--- src/rgbcp_pkg.sv ---
// Shared types, constants and byte class codes for the RGB command parser.
package rgbcp_pkg;

	// Message length limit, '!' included
	localparam int unsigned MESSAGE_BYTES = 50;

	// Character codes
	localparam logic [7:0] DELIM_BYTE = 8'h3A;
	localparam logic [7:0] END_BYTE   = 8'h21;
	localparam logic [7:0] PLUS_BYTE  = 8'h2B;
	localparam logic [7:0] MINUS_BYTE = 8'h2D;
	localparam logic [7:0] ZERO_BYTE  = 8'h30;

	// Field counts
	localparam int unsigned NUM_FIELDS = 4;
	localparam int unsigned FIELD_IDX_W = $clog2(NUM_FIELDS);
	localparam int unsigned FIELD_CNT_W = $clog2(NUM_FIELDS + 1);

	// Queue between classifier and parser
	localparam int unsigned QUEUE_DEPTH = 4;
	localparam int unsigned QPTR_W = $clog2(QUEUE_DEPTH);
	localparam int unsigned QCNT_W = $clog2(QUEUE_DEPTH + 1);

	// Output beat layout
	localparam int unsigned OUT_BITS = 4 * 8 + FIELD_CNT_W + 1;
	localparam int unsigned OUT_DATA_W = ((OUT_BITS + 7) / 8) * 8;

	// Byte classes
	typedef logic [2:0] kind_t;
	localparam kind_t KIND_OTHER = 3'd0;
	localparam kind_t KIND_BLANK = 3'd1;
	localparam kind_t KIND_PLUS  = 3'd2;
	localparam kind_t KIND_MINUS = 3'd3;
	localparam kind_t KIND_DIGIT = 3'd4;
	localparam kind_t KIND_DELIM = 3'd5;
	localparam kind_t KIND_END   = 3'd6;

	// Number phase codes
	localparam logic [1:0] PH_LEAD = 2'd0;
	localparam logic [1:0] PH_NUM  = 2'd1;
	localparam logic [1:0] PH_DONE = 2'd2;

	// One classified byte
	typedef struct packed {
		kind_t      kind;
		logic [3:0] digit;
	} item_t;

endpackage

--- src/rgbcp_front.sv ---
// Byte classifier: sorts each received byte into a class and a digit value.
module rgbcp_front (
	input  logic [7:0]     rx_byte,
	output rgbcp_pkg::item_t item
);
	import rgbcp_pkg::*;

	logic [7:0] digit_full;

	assign digit_full = rx_byte - ZERO_BYTE;

	// Classify the byte
	always_comb begin
		item.digit = digit_full[3:0];
		case (rx_byte) inside
			END_BYTE:             item.kind = KIND_END;
			DELIM_BYTE:           item.kind = KIND_DELIM;
			PLUS_BYTE:            item.kind = KIND_PLUS;
			MINUS_BYTE:           item.kind = KIND_MINUS;
			[8'h30:8'h39]:        item.kind = KIND_DIGIT;
			[8'h09:8'h0D], 8'h20: item.kind = KIND_BLANK;
			default:              item.kind = KIND_OTHER;
		endcase
	end

endmodule

--- src/rgbcp_queue.sv ---
// Short flop queue that decouples the classifier from the parser.
module rgbcp_queue (
	input  logic             clk,
	input  logic             arst_n,
	input  logic             push,
	input  rgbcp_pkg::item_t push_item,
	output logic             full,
	input  logic             pop,
	output logic             head_valid,
	output rgbcp_pkg::item_t head_item
);
	import rgbcp_pkg::*;

	item_t             mem_q [QUEUE_DEPTH];
	logic [QPTR_W-1:0] wr_ptr_q;
	logic [QPTR_W-1:0] rd_ptr_q;
	logic [QCNT_W-1:0] count_q;
	logic              do_push;
	logic              do_pop;

	assign full       = (count_q == QCNT_W'(QUEUE_DEPTH));
	assign head_valid = (count_q != '0);
	assign head_item  = mem_q[rd_ptr_q];
	assign do_push    = push && !full;
	assign do_pop     = pop && head_valid;

	// Store pushed entries
	always_ff @(posedge clk) begin
		if (do_push) begin
			mem_q[wr_ptr_q] <= push_item;
		end
	end

	// Advance pointers and occupancy
	always_ff @(posedge clk or negedge arst_n) begin
		if (!arst_n) begin
			wr_ptr_q <= '0;
			rd_ptr_q <= '0;
			count_q  <= '0;
		end else begin
			if (do_push) begin
				wr_ptr_q <= (wr_ptr_q == QPTR_W'(QUEUE_DEPTH - 1)) ? '0 : wr_ptr_q + 1'b1;
			end
			if (do_pop) begin
				rd_ptr_q <= (rd_ptr_q == QPTR_W'(QUEUE_DEPTH - 1)) ? '0 : rd_ptr_q + 1'b1;
			end
			if (do_push && !do_pop) begin
				count_q <= count_q + 1'b1;
			end else if (do_pop && !do_push) begin
				count_q <= count_q - 1'b1;
			end
		end
	end

`ifndef SYNTHESIS
	a_count_bound: assert property (@(posedge clk) disable iff (!arst_n)
		count_q <= QCNT_W'(QUEUE_DEPTH))
		else $error("queue occupancy beyond depth");
	a_push_grows: assert property (@(posedge clk) disable iff (!arst_n)
		(do_push && !do_pop) |=> (count_q == $past(count_q) + 1'b1))
		else $error("push without pop did not grow queue");
	a_pop_shrinks: assert property (@(posedge clk) disable iff (!arst_n)
		(do_pop && !do_push) |=> (count_q == $past(count_q) - 1'b1))
		else $error("pop without push did not shrink queue");
`endif

endmodule

--- src/rgbcp_back.sv ---
// Parser: runs the field accumulator on classified bytes and emits results.
module rgbcp_back (
	input  logic                                clk,
	input  logic                                arst_n,
	input  logic                                head_valid,
	input  rgbcp_pkg::item_t                    head_item,
	output logic                                pop,
	output logic                                m_tvalid,
	input  logic                                m_tready,
	output logic [rgbcp_pkg::OUT_DATA_W-1:0]    m_tdata
);
	import rgbcp_pkg::*;

	logic [7:0]             field_q [NUM_FIELDS];
	logic [FIELD_CNT_W-1:0] field_count_q;
	logic [7:0]             running_q;
	logic [1:0]             phase_q;
	logic                   minus_q;
	logic [7:0]             byte_count_q;
	logic                   out_valid_q;
	logic [OUT_BITS-1:0]    out_data_q;
	logic [7:0]             times_ten;
	logic [7:0]             signed_value;
	logic                   is_end;
	logic                   fields_room;

	assign is_end       = (head_item.kind == KIND_END);
	assign pop          = head_valid && (!is_end || !out_valid_q || m_tready);
	assign times_ten    = (running_q << 3) + (running_q << 1) + {4'd0, head_item.digit};
	assign signed_value = minus_q ? (8'd0 - running_q) : running_q;
	assign fields_room  = (field_count_q < FIELD_CNT_W'(NUM_FIELDS));
	assign m_tvalid     = out_valid_q;
	assign m_tdata      = {{(OUT_DATA_W - OUT_BITS){1'b0}}, out_data_q};

	// Capture the result beat on the terminator
	always_ff @(posedge clk) begin
		if (pop && is_end) begin
			out_data_q <= {(byte_count_q >= 8'(MESSAGE_BYTES)), field_count_q,
				field_q[3], field_q[2], field_q[1], field_q[0]};
		end
	end

	// Hold the result until taken
	always_ff @(posedge clk or negedge arst_n) begin
		if (!arst_n) begin
			out_valid_q <= 1'b0;
		end else if (pop && is_end) begin
			out_valid_q <= 1'b1;
		end else if (m_tready) begin
			out_valid_q <= 1'b0;
		end
	end

	// Update parser state per byte
	always_ff @(posedge clk or negedge arst_n) begin
		if (!arst_n) begin
			for (int i = 0; i < NUM_FIELDS; i++) begin
				field_q[i] <= '0;
			end
			field_count_q <= '0;
			running_q     <= '0;
			phase_q       <= PH_LEAD;
			minus_q       <= 1'b0;
			byte_count_q  <= '0;
		end else if (pop) begin
			if (is_end) begin
				for (int i = 0; i < NUM_FIELDS; i++) begin
					field_q[i] <= '0;
				end
				field_count_q <= '0;
				running_q     <= '0;
				phase_q       <= PH_LEAD;
				minus_q       <= 1'b0;
				byte_count_q  <= '0;
			end else begin
				if (byte_count_q != 8'hFF) begin
					byte_count_q <= byte_count_q + 1'b1;
				end
				if (head_item.kind == KIND_DELIM) begin
					// Close the field; drop extra fields
					if (fields_room) begin
						field_q[field_count_q[FIELD_IDX_W-1:0]] <= signed_value;
						field_count_q <= field_count_q + 1'b1;
					end
					running_q <= '0;
					phase_q   <= PH_LEAD;
					minus_q   <= 1'b0;
				end else if (phase_q == PH_LEAD) begin
					case (head_item.kind)
						KIND_BLANK: ;
						KIND_PLUS: begin
							minus_q <= 1'b0;
							phase_q <= PH_NUM;
						end
						KIND_MINUS: begin
							minus_q <= 1'b1;
							phase_q <= PH_NUM;
						end
						KIND_DIGIT: begin
							running_q <= {4'd0, head_item.digit};
							phase_q   <= PH_NUM;
						end
						default: phase_q <= PH_DONE;
					endcase
				end else if (phase_q == PH_NUM) begin
					if (head_item.kind == KIND_DIGIT) begin
						running_q <= times_ten;
					end else begin
						phase_q <= PH_DONE;
					end
				end
			end
		end
	end

endmodule

--- src/colon_delimited_rgb_command_parser_core.sv ---
// A '!' beat passes the queue, then the output beat register, before it shows on m_tvalid.
// Throughput: one byte per cycle while s_tready is high, with the parser's combinational
// multiply-by-ten accumulate. A four-entry queue between classifier and parser absorbs output
// stalls; s_tready drops only when it fills while a result waits. Reset (arst_n low) clears
// the queue, all parser state and m_tvalid at once; no clearing pass is needed.
module colon_delimited_rgb_command_parser_core (
	input  logic                             clk,
	input  logic                             arst_n,
	input  logic                             s_tvalid,
	output logic                             s_tready,
	input  logic [7:0]                       s_tdata,  // [7:0] rx_byte
	output logic                             m_tvalid,
	input  logic                             m_tready,
	// [7:0] red_level, [15:8] green_level, [23:16] blue_level,
	// [31:24] brightness_level, [34:32] fields_closed, [35] length_overflow
	output logic [rgbcp_pkg::OUT_DATA_W-1:0] m_tdata
);
	import rgbcp_pkg::*;

	item_t class_item;
	item_t head_item;
	logic  queue_full;
	logic  head_valid;
	logic  pop;

	assign s_tready = !queue_full;

	// Classify incoming beats
	rgbcp_front u_front (
		.rx_byte (s_tdata),
		.item    (class_item)
	);

	// Buffer classified bytes
	rgbcp_queue u_queue (
		.clk        (clk),
		.arst_n     (arst_n),
		.push       (s_tvalid),
		.push_item  (class_item),
		.full       (queue_full),
		.pop        (pop),
		.head_valid (head_valid),
		.head_item  (head_item)
	);

	// Parse and emit results
	rgbcp_back u_back (
		.clk        (clk),
		.arst_n     (arst_n),
		.head_valid (head_valid),
		.head_item  (head_item),
		.pop        (pop),
		.m_tvalid   (m_tvalid),
		.m_tready   (m_tready),
		.m_tdata    (m_tdata)
	);

endmodule
--- config.mk ---
export PLATFORM = sky130hd
export DESIGN_NAME = colon_delimited_rgb_command_parser_core
export DESIGN_NICKNAME = d
export VERILOG_FILES = /design/src/rgbcp_pkg.sv /design/src/rgbcp_front.sv /design/src/rgbcp_queue.sv /design/src/rgbcp_back.sv /design/src/colon_delimited_rgb_command_parser_core.sv
export SDC_FILE = /design/constraint.sdc
export NUM_CORES = 1
export LEC_CHECK = 0
export ABC_AREA = 1
export BUFFER_PORTS_ARGS = -buffer_cell sky130_fd_sc_hd__buf_2
export CORE_AREA = 2 2 102 104
export DETAILED_ROUTE_END_ITERATION = 12
export DIE_AREA = 0 0 104 106
export PLACE_DENSITY = 0.79
export SYNTH_ARGS = -nofsm -noshare
export SYNTH_HDL_FRONTEND = slang
export SYNTH_SLANG_ARGS = --single-unit
--- constraint.sdc ---
create_clock -name clk -period 5 [get_ports clk]
set_clock_uncertainty 0.15 [all_clocks]
set_input_delay 0.25 -clock clk [delete_from_list [all_inputs] [get_ports clk]]
set_output_delay 0.25 -clock clk [all_outputs]
set_load 0.01 [all_outputs]
==> flow_metrics.py, run 1 <==
metrics = {
    "status": {
        "status": "complete, no violations",
    },
    "detailed_routing": {
        "via_count": 4743,
        "vias_per_cell": 5.43,
        "dr.pass1.iters": 6,
        "ant_nets": 0,
        "drtIter0Drc": 314,
        "remaining_drc_errors": 0,
        "wl_per_cell_microns": 14.4,
        "routed_wl_microns": 12600,
    },
    "placed_design": {
        "port_buffers": 49,
        "globalplace.congestion": 0.865,
        "place_inst": 836,
        "place_area_sq_um": 6480,
        "dp_hpwl_microns": 8130,
    },
    "layout": {
        "final_area_sq_um": 7120,
        "final_nets": 763,
        "drive_gt1_share_pct": 14.4,
        "stdcell_count": 874,
        "final_common_cell": "nand2_1",
        "areaGrowthSynthToFinish_pct": 14.7,
        "final_cell_mix": "202 x nand2_1, 71 x nand3_1, 71 x nor2_1",
        "insertedDiodeCount": 0,
    },
    "clock_network": {
        "clock_sinks": 126,
        "h-tree-depth": 4,
        "cts.clk_slew.worst_paths_ns": 0.06,
        "clk_latency_ns": 0.53,
        "cts_buffers": 17,
        "post-cts-setup-buffers": 0,
        "hold_buffers": 6,
        "post_cts_resized": 0,
        "clockBufferDepth": 2,
        "cts_tree": "done",
        "cts_root_buffer": "clkbuf_8",
    },
    "power_and_ir_drop": {
        "p_per_area_nw_per_um2": 658,
        "seqPwrFrac_pct": 36.2,
        "ir_worst_vdd_mv": 0.350,
        "power_leakage_uw": 0.00343,
        "power_switching_uw": 1960,
        "p_int_uw": 2730,
        "power_frac_comb_pct": 38.1,
        "sw_frac_of_total_pct": 41.8,
        "clockPowerShare_pct": 25.6,
    },
    "floorplanning": {
        "row_count": 37,
        "initial_core_util_pct": 62.0,
        "dieArea_sq_um": 11000,
        "ios": 54,
        "die_w_microns": 104,
        "die_y_microns": 106,
        "coreArea_sq_um": 10000,
    },
    "logic_synthesis": {
        "yosysSeqAreaShare_pct": 56.0,
        "synth.avg_cell_area_sq_um": 9.32,
        "syn-cell-area_sq_um": 6200,
        "synth_seq_cells": 126,
        "synth.distinct_cells": 37,
        "synth_cells": 666,
        "yosysWarnings": 0,
    },
    "worst_setup_path": {
        "worst-r2r-setup-slack_ns": 1.65,
        "rr_endpoint": "u_back.out_data_q[29]$_DFFE_PP_",
        "cp-start-kind": "flip-flop",
        "critical_path_required_ns": 5.02,
        "path_class": "flip-flop to flip-flop",
        "reg2reg_from": "u_queue.rd_ptr_q[0]$_DFFE_PN0P_",
        "r2r_cells": 11,
        "crit_path_max_fanout": 53,
        "end_kind": "flip-flop",
        "arrival_ns": 3.37,
    },
    "grt": {
        "antenna_found_initial": 0,
        "grt_pass1_vias": 4638,
        "grt_max_degree": 63,
        "track_usage_pct": 24.4,
        "grt_remaining_overflow": 0,
        "grt_pass1_wl_microns": 21400,
    },
    "timing": {
        "fin_tns_setup_ns": 0,
        "finalCritPeriodShare_pct": 66.9,
        "grt_setup_unrepaired": "no",
        "tightest_slew_ns": 0.779,
        "drv_slew": 0,
        "fmax_ghz": 0.299,
        "setup_viol": 0,
        "finalCriticalPeriod_ns": 3.35,
        "relSlewSlack_pct": 48.1,
        "finalHoldViolCount": 0,
    },
    "flow_run": {
        "maxCapViolCount": 0,
    },
    "min_path": {
        "hp-class": "input pin to flip-flop",
        "min_path_cells": 4,
        "holdPathEnd": "u_queue.wr_ptr_q[0]$_DFFE_PN0P_",
        "holdCritStartpoint": "s_tvalid",
    },
}
==> routing by layer <==
layer  wire length (microns)  up-vias  GRT usage, %
met1                    5120     2226          29.4
met2                    6580      183          43.1
met3                     616       34          3.86
met5                       0        -             0
met4                     269        0          11.5
li1                        -     2300             -
==> state kept, by name, indices dropped and copies added (netlist names) <==
register,cells
u_back.m_tvalid,1
u_back.field_count_q,3
u_back.phase_q,2
u_back.out_data_q,36
u_back.minus_q,1
u_queue.wr_ptr_q,2
u_queue.rd_ptr_q,2
u_queue.count_q,3
u_back.field_q,32
u_back.running_q,8
u_back.byte_count_q,8
u_queue.mem_q,28
==> how the worst max path moves through the flow <==
stage                                    startpoint                             endpoint  slack, ns  depth (start not counted)
floorplan           u_queue.rd_ptr_q[0]$_DFFE_PN0P_      u_back.running_q[6]$_DFFE_PN0P_       2.34                         15
global placement    u_queue.rd_ptr_q[0]$_DFFE_PN0P_      u_back.out_data_q[28]$_DFFE_PP_       1.95                         11
detailed placement  u_queue.rd_ptr_q[0]$_DFFE_PN0P_  u_back.field_count_q[0]$_DFFE_PN0P_       1.79                         11
CTS                 u_queue.rd_ptr_q[0]$_DFFE_PN0P_      u_back.out_data_q[28]$_DFFE_PP_       1.69                         11
global route        u_queue.rd_ptr_q[0]$_DFFE_PN0P_  u_back.field_count_q[1]$_DFFE_PN0P_       1.35                         11
finish              u_queue.rd_ptr_q[0]$_DFFE_PN0P_      u_back.out_data_q[29]$_DFFE_PP_       1.65                         11
==> final cells by class <==
type,instances,area [sq um]
flip-flops and latches,126,3470
fillers,742,2880
multi-input cells,462,2340
clock buffers,17,414
repair buffers,57,320
inverters,61,236
well taps,136,170
clock inverters,15,163
==> critical path, cell delays in order, from the launching register on <==
cell     delay (ns)
dfrtp_1        0.77
inv_8          0.12
nand2_2        0.10
nand2_1        0.05
nand2_1        0.10
nand2_4        0.09
nand3_4        0.47
nor2_2         0.10
nor2_4         0.35
nand2_1        0.16
inv_1          0.10
buf_4          0.38
==> cells by family (layout without fill, tap and decap cells) <==
logic type	Yosys count	after routing	synth area share [%]
buf+inv	81	150	6.45
fa+ha+maj	26	26	5.61
mux	1	1	0.181
simple gates	383	383	27.0
compound gates	39	39	3.41
flops	126	126	56.0
other cells	1	4	0.0604
xor+xnor	9	9	1.27
==> per-stage QoR <==
stage          hold WS, ns  util (%)  setup WS (ns)  power, uW
6_report            0.0463      71.2           1.65       4690
5_1_grt              0.133      71.2           1.35       5000
4_1_cts             0.0470      71.2           1.69       4670
3_5_place_dp         0.287      64.8           1.79       3440
3_3_place_gp         0.285      64.8           1.95       3360
2_1_floorplan       -0.196         -           2.34       3090
==> cell usage after synthesis, drive strengths merged <==
cell    number  area [sq um]
nand2      212           836
clkbuf       2          7.51
nor2        74           295
o21bai       1          7.51
nor3b        1          7.51
o22ai        3          18.8
nand4       10          62.6
mux2         1          11.3
fa           3          60.1
edfxtp      64          1920
buf         18           156
inv         60           233
ha          23           288
nor3         5          25.0
o21ai       25           129
nand3       75           410
or2          3          18.8
o21a         1          7.51
dfrtp       62          1550
o41ai        1          8.76
conb         1          3.75
nand3b       3          22.5
a21oi        8          40.0
xnor2        6          52.6
clkinv       1          3.75
xor2         3          26.3
==> power groups by stage <==
stage	clock [uW]	combinational, uW	sequential, uW
after floorplan	0	1420	1670
after global placement	0	1660	1690
after detailed placement	0	1740	1710
after CTS	1210	1770	1690
after global routing	1250	2010	1740
final	1200	1790	1700
No activity file was read; power rests on OpenSTA's default activity.
==> run 2: changes to the inputs <==
Settings changed: ABC_AREA 1 to 0, CORE_AREA 2 2 102 104 to 2 2 107 109, DIE_AREA 0 0 104 106 to 0 0 109 111, PLACE_DENSITY 0.79 to 0.7.
Clock period 5 ns to 2.8 ns, I/O delays scaled along.
==> flow_metrics.py, run 2 <==
metrics = {
    "floorplanning": {
        "die_y_microns": 111,
        "initial_core_util_pct": 51.3,
        "ios": 54,
        "coreArea_sq_um": 11100,
        "dieArea_sq_um": 12100,
        "die_w_microns": 109,
        "row_count": 39,
    },
    "clock_network": {
        "cts_buffers": 17,
        "clockBufferDepth": 2,
        "h-tree-depth": 4,
        "clk_latency_ns": 0.41,
        "clock_sinks": 126,
        "cts.clk_slew.worst_paths_ns": 0.06,
        "cts_root_buffer": "clkbuf_16",
        "cts_tree": "done",
    },
    "layout": {
        "drive_gt1_share_pct": 26.6,
        "final_nets": 548,
        "insertedDiodeCount": 0,
        "largest_reg_flops": 36,
        "top_register": "u_back.out_data_q",
        "final_cell_mix": "64 x edfxtp_1, 61 x dfrtp_1, 49 x buf_2",
        "final_common_cell": "edfxtp_1",
        "largestRegisters": "u_back.out_data_q (36), u_back.field_q (32), u_queue.mem_q (28)",
        "finish.utilization_pct": 62.8,
        "areaGrowthSynthToFinish_pct": 22.5,
    },
    "grt": {
        "grt_util_met1_pct": 23.1,
        "grt_pass1_wl_microns": 17400,
        "grtUsageMet3_pct": 5.29,
        "grt_max_degree": 40,
        "grt_util_met2_pct": 31.4,
        "grt_pass1_vias": 3556,
        "grt_remaining_overflow": 0,
        "track_usage_pct": 18.8,
        "top_usage_layer": "met2",
        "antenna_found_initial": 0,
    },
    "placed_design": {
        "dp_hpwl_microns": 7350,
        "globalplace.congestion": 0.820,
        "port_buffers": 49,
        "preCtsSetupSlack_ns": -0.0636,
    },
    "logic_synthesis": {
        "synth_seq_cells": 126,
        "ys.flop_type": "edfxtp_1",
        "ys_top_cells_by_count": "64 x edfxtp_1, 62 x dfrtp_1, 34 x nand2_1",
        "syn-cell-area_sq_um": 5680,
        "yosysWarnings": 0,
        "synthTopCellsByArea": "edfxtp_1 34%, dfrtp_1 27%, ha_1 5.1%",
        "synth.avg_cell_area_sq_um": 13.4,
        "synth_edf_count": 64,
        "synth.most_common_cell": "edfxtp_1",
        "yosysTopAreaCellShare_pct": 33.8,
        "synth.distinct_cells": 60,
        "yosysSeqAreaShare_pct": 61.1,
        "synth_cells": 424,
        "synth_top_cell_by_area": "edfxtp_1",
        "synthArstFlopShare_pct": 49.2,
    },
    "timing": {
        "finalHoldViolCount": 0,
        "finalCritPeriodShare_pct": 98.1,
        "fmax_ghz": 0.364,
        "setup_viol": 0,
        "drv_slew": 0,
        "finalCriticalPeriod_ns": 2.75,
        "fin_tns_setup_ns": 0,
        "tightest_slew_ns": 0.895,
        "relSlewSlack_pct": 40.3,
        "grt_setup_unrepaired": "yes",
        "holdWs_ns": 0.0386,
        "timing.final.ws_setup_ns": 0.0526,
    },
    "detailed_routing": {
        "vias_per_cell": 5.39,
        "dr.pass1.iters": 4,
        "drtIter0Drc": 205,
        "ant_nets": 0,
        "remaining_drc_errors": 0,
        "via_count": 3592,
        "wl_per_cell_microns": 15.5,
        "routed_wl_microns": 10400,
    },
    "worst_setup_path": {
        "critical_path_required_ns": 2.96,
        "endpoint": "u_back.running_q[7]$_DFFE_PN0P_",
        "crit_path_top_delay_cell": "mux4_2",
        "cpMostUsedCell": "inv_2",
        "crit_path_max_fanout": 4,
        "startpoint": "u_queue.rd_ptr_q[0]$_DFFE_PN0P_",
        "arrival_ns": 2.91,
        "worst-r2r-setup-slack_ns": 0.05,
        "rr_endpoint": "u_back.running_q[7]$_DFFE_PN0P_",
        "cp_cell_sequence": "mux4_2 > inv_2 > fa_1 > inv_2 > ha_4 > a211oi_4 > o21bai_1 > a21oi_1 > xnor2_1 > o31ai_1",
        "cp-start-kind": "flip-flop",
        "end_kind": "flip-flop",
        "r2r_cells": 10,
        "cpPeakStageDelay_ns": 0.53,
        "path_class": "flip-flop to flip-flop",
        "reg2reg_from": "u_queue.rd_ptr_q[0]$_DFFE_PN0P_",
    },
    "power_and_ir_drop": {
        "ir_worst_vdd_mv": 0.536,
        "p_per_area_nw_per_um2": 1210,
        "power_leakage_uw": 0.00292,
    },
    "min_path": {
        "hp-class": "input pin to flip-flop",
    },
    "status": {
        "status": "complete, no violations",
    },
    "flow_run": {
        "maxCapViolCount": 0,
    },
}
==> run 2: critical path, delay by kind of cell (launching register included) <==
kind | cells | cell delay, ns
AOI/OAI and AO/OA | 4 | 0.66
adders and majority gates | 2 | 0.62
muxes | 1 | 0.53
DFF | 1 | 0.41
buffers and inverters | 2 | 0.19
xor gates and xnor gates | 1 | 0.09
==> run 2: layout make-up <==
class,instances,area (sq um)
clock inverter,13,164
multi-input combinational,269,2120
sequential,126,3470
inverter,17,63.8
clock buffer,19,443
fill,811,4120
tap,143,179
timing repair buffer,79,514
==> run 2: logic make-up (layout without fill, tap and decap cells) <==
| family | count (synthesis) | count (layout) | synth area share, % |
|---|---|---|---|
| flops | 126 | 126 | 61.1 |
| simple gates | 108 | 108 | 9.62 |
| compound gates | 104 | 104 | 14.0 |
| buf+inv | 32 | 128 | 2.97 |
| fa+ha+maj | 26 | 26 | 6.12 |
| xor+xnor | 15 | 15 | 2.31 |
| mux | 12 | 12 | 3.83 |
| other cells | 1 | 4 | 0.0660 |
==> run 2: repair_timing <==
action / in CTS / in global routing
pin swaps: 3 / 7
hold buffers: 6 / 0
endpoints found under the hold margin: 57 / 0
setup buffers: 2 / 4
endpoints found under the setup margin: 3 / 36
resized for setup: 5 / 5
==> run 2: worst min path at each step <==
stage,end,slack (ns),cells past startpoint,from
final,u_back.m_tvalid$_DFFE_PN0P_,0.04,4,m_tready
after floorplan,u_back.byte_count_q[0]$_DFFE_PN0P_,-0.31,0,arst_n
after global routing,u_back.m_tvalid$_DFFE_PN0P_,0.06,4,m_tready
after detailed placement,u_queue.wr_ptr_q[1]$_DFFE_PN0P_,0.17,1,arst_n
after CTS,u_back.m_tvalid$_DFFE_PN0P_,0.03,4,m_tready
after global placement,u_queue.wr_ptr_q[1]$_DFFE_PN0P_,0.15,1,arst_n
==> run 2: report_power, final <==
part	total (uW)	internal, uW	switching, uW
combinational	3190	1460	1720
clock	2220	1420	794
sequential	3000	2620	383
total	8410	5510	2900
==> run 2: stage by stage <==
stage	instances	power [uW]	area, sq um
2_1_floorplan	427	5150	5720
3_3_place_gp	622	5860	6190
3_5_place_dp	622	5980	6190
4_1_cts	662	8320	6890
5_1_grt	666	8990	6960
6_report	666	8410	6960
==> run 2: per-layer routing <==
metal / share of wire [%] / up-vias / routed length (microns)
li1: - / 1759 / -
met4: 1.9 / 0 / 194
met1: 43 / 1732 / 4410
met5: 0 / - / 0
met3: 3.6 / 18 / 372
met2: 52 / 83 / 5380
==> run 3: changes to the inputs <==
Settings changed: CORE_AREA 2 2 107 109 to 10 10 110 112, DIE_AREA 0 0 109 111 to 0 0 120 122, PLACE_DENSITY 0.7 to 0.74, SLEW_MARGIN set to 0.
Clock period 2.8 ns to 2.7 ns, I/O delays scaled along.
==> flow_metrics.py, run 3 (synthesis gave the netlist of run 2 again) <==
metrics = {
    "timing": {
        "finalCritPeriodShare_pct": 100,
        "finalCriticalPeriod_ns": 2.70,
        "relSlewSlack_pct": 52.5,
        "fmax_ghz": 0.370,
        "grt_setup_unrepaired": "yes",
        "tightest_slew_ns": 0.711,
        "holdWs_ns": 0.0141,
        "drv_slew": 0,
        "setup_viol": 1,
        "finalHoldViolCount": 0,
        "timing.final.ws_setup_ns": -0.00329,
        "fin_tns_setup_ns": -0.00329,
    },
    "worst_setup_path": {
        "crit_path_top_delay_cell": "mux4_2",
        "arrival_ns": 2.97,
        "end_kind": "flip-flop",
        "cpPeakStageDelay_ns": 0.51,
        "cp-start-kind": "flip-flop",
        "worst-r2r-setup-slack_ns": -0.003,
        "cp_cell_sequence": "buf_4 > mux4_2 > ha_1 > ha_2 > fa_2 > a21o_1 > a21oi_2 > xor2_1 > o31ai_1",
        "reg2reg_from": "u_queue.rd_ptr_q[0]$_DFFE_PN0P_",
        "rr_endpoint": "u_back.running_q[6]$_DFFE_PN0P_",
        "path_class": "flip-flop to flip-flop",
        "crit_path_max_fanout": 4,
        "critical_path_required_ns": 2.97,
        "r2r_cells": 9,
    },
    "grt": {
        "track_usage_pct": 15.7,
        "grt_pass1_wl_microns": 18600,
        "grt_pass1_vias": 3726,
        "antenna_found_initial": 0,
        "grt_remaining_overflow": 0,
        "grt_max_degree": 37,
    },
    "layout": {
        "final_nets": 554,
        "final_common_cell": "edfxtp_1",
        "largest_reg_flops": 36,
        "largestRegisters": "u_back.out_data_q (36), u_back.field_q (32), u_queue.mem_q (28)",
        "insertedDiodeCount": 0,
        "final_cell_mix": "64 x edfxtp_1, 61 x dfrtp_1, 49 x buf_2",
        "areaGrowthSynthToFinish_pct": 24.5,
        "drive_gt1_share_pct": 27.5,
        "top_register": "u_back.out_data_q",
        "final_area_sq_um": 7080,
        "fill_cells": 685,
    },
    "detailed_routing": {
        "wl_per_cell_microns": 16.9,
        "drtIter0Drc": 230,
        "ant_nets": 0,
        "remaining_drc_errors": 0,
        "via_count": 3639,
        "vias_per_cell": 5.48,
        "dr.pass1.iters": 4,
        "routed_wl_microns": 11200,
    },
    "floorplanning": {
        "die_w_microns": 120,
        "row_count": 37,
        "dieArea_sq_um": 14600,
        "initial_core_util_pct": 56.6,
        "coreArea_sq_um": 10000,
        "die_y_microns": 122,
        "ios": 54,
    },
    "min_path": {
        "min_path_cells": 4,
        "holdCritStartpoint": "s_tdata[6]",
        "hp-class": "input pin to flip-flop",
        "holdPathEnd": "u_queue.mem_q[2][4]$_DFFE_PP_",
    },
    "placed_design": {
        "port_buffers": 49,
        "preCtsSetupSlack_ns": -0.110,
        "dp_hpwl_microns": 7580,
        "globalplace.congestion": 0.813,
        "place_area_sq_um": 6230,
    },
    "clock_network": {
        "h-tree-depth": 4,
        "clockBufferDepth": 2,
        "cts_buffers": 17,
        "cts_root_buffer": "clkbuf_8",
        "cts_tree": "done",
        "clk_latency_ns": 0.51,
        "cts.clk_slew.worst_paths_ns": 0.06,
        "clock_sinks": 126,
    },
    "power_and_ir_drop": {
        "ir_worst_vdd_mv": 0.595,
        "power_leakage_uw": 0.00298,
        "power_uw": 9010,
        "p_per_area_nw_per_um2": 1270,
    },
    "status": {
        "violations": "setup timing",
        "status": "finished with violations",
    },
    "flow_run": {
        "maxCapViolCount": 0,
    },
}
==> run 3: cell count changes in the layout (fill, tap and decap cells not counted), sizes merged, moves of 2 or more <==
| cell | delta |
|---|---|
| dlygate4sd3 | +5 |
| inv | +3 |
| clkinvlp | -3 |
| bufinv | +2 |
| clkbuf | -2 |
==> run 3: critical path, delay by kind of cell, from the launching register on <==
| family | cells | cell delay, ns |
|---|---|---|
| multiplexers | 1 | 0.51 |
| flip-flops | 1 | 0.41 |
| buffers and inverters | 1 | 0.14 |
| adder cells (fa/ha/maj) | 3 | 0.75 |
| AO/OA/AOI/OAI | 3 | 0.58 |
| XOR/XNOR | 1 | 0.08 |
==> run 3: report_power, final <==
part           switching [uW]  internal, uW  total, uW
sequential                404          2720       3120
clock                     859          1610       2470
combinational            1850          1570       3420
total                    3110          5900       9010
==> run 3: stage by stage <==
step	instances	util [%]
after global routing	664	70.4
after CTS	659	69.7
final	664	70.4
after floorplan	427	-
after detailed placement	616	62.0
after global placement	616	62.0
==> run 3: metal layers <==
layer  wire length [microns]  up-vias  track usage (%)
met5                       0        -                0
met4                     257        0             7.16
met2                    5590       93             26.9
met1                    4760     1767             18.0
li1                        -     1757                -
met3                     631       22             4.72
==> run 3: worst max-delay path by stage <==
| stage | start | endpoint | slack (ns) | depth (start not counted) |
|---|---|---|---|---|
| 5_1_grt | u_queue.rd_ptr_q[0]$_DFFE_PN0P_ | u_back.running_q[6]$_DFFE_PN0P_ | -0.15 | 9 |
| 3_5_place_dp | u_queue.rd_ptr_q[0]$_DFFE_PN0P_ | u_back.running_q[6]$_DFFE_PN0P_ | -0.11 | 9 |
| 4_1_cts | u_queue.rd_ptr_q[0]$_DFFE_PN0P_ | u_back.running_q[7]$_DFFE_PN0P_ | -0.01 | 10 |
| 3_3_place_gp | u_queue.rd_ptr_q[0]$_DFFE_PN0P_ | u_back.running_q[7]$_DFFE_PN0P_ | -0.03 | 10 |
| 2_1_floorplan | u_queue.rd_ptr_q[0]$_DFFE_PN0P_ | u_queue.count_q[1]$_DFFE_PN0P_ | -0.1 | 10 |
| 6_report | u_queue.rd_ptr_q[0]$_DFFE_PN0P_ | u_back.running_q[6]$_DFFE_PN0P_ | -0.003 | 9 |
==> run 3: area by class of cell <==
cell class,instances,area [sq um],area share (%)
Multi-Input combinational cell,269,2120,30.0
Clock buffer,17,414,5.85
Inverter,17,63.8,0.902
Sequential cell,126,3470,49.1
Clock inverter,14,233,3.29
Tap cell,136,170,2.40
Timing Repair Buffer,85,597,8.43
==> run 3: repair_timing <==
| item | in CTS | in global routing |
|---|---|---|
| hold buffers | 11 | 0 |
| pin swaps | 3 | 4 |
| setup endpoints to repair | 3 | 17 |
| buffers inserted | 1 | 5 |
| hold endpoints to repair | 91 | 0 |
| gates resized for setup | 4 | 4 |
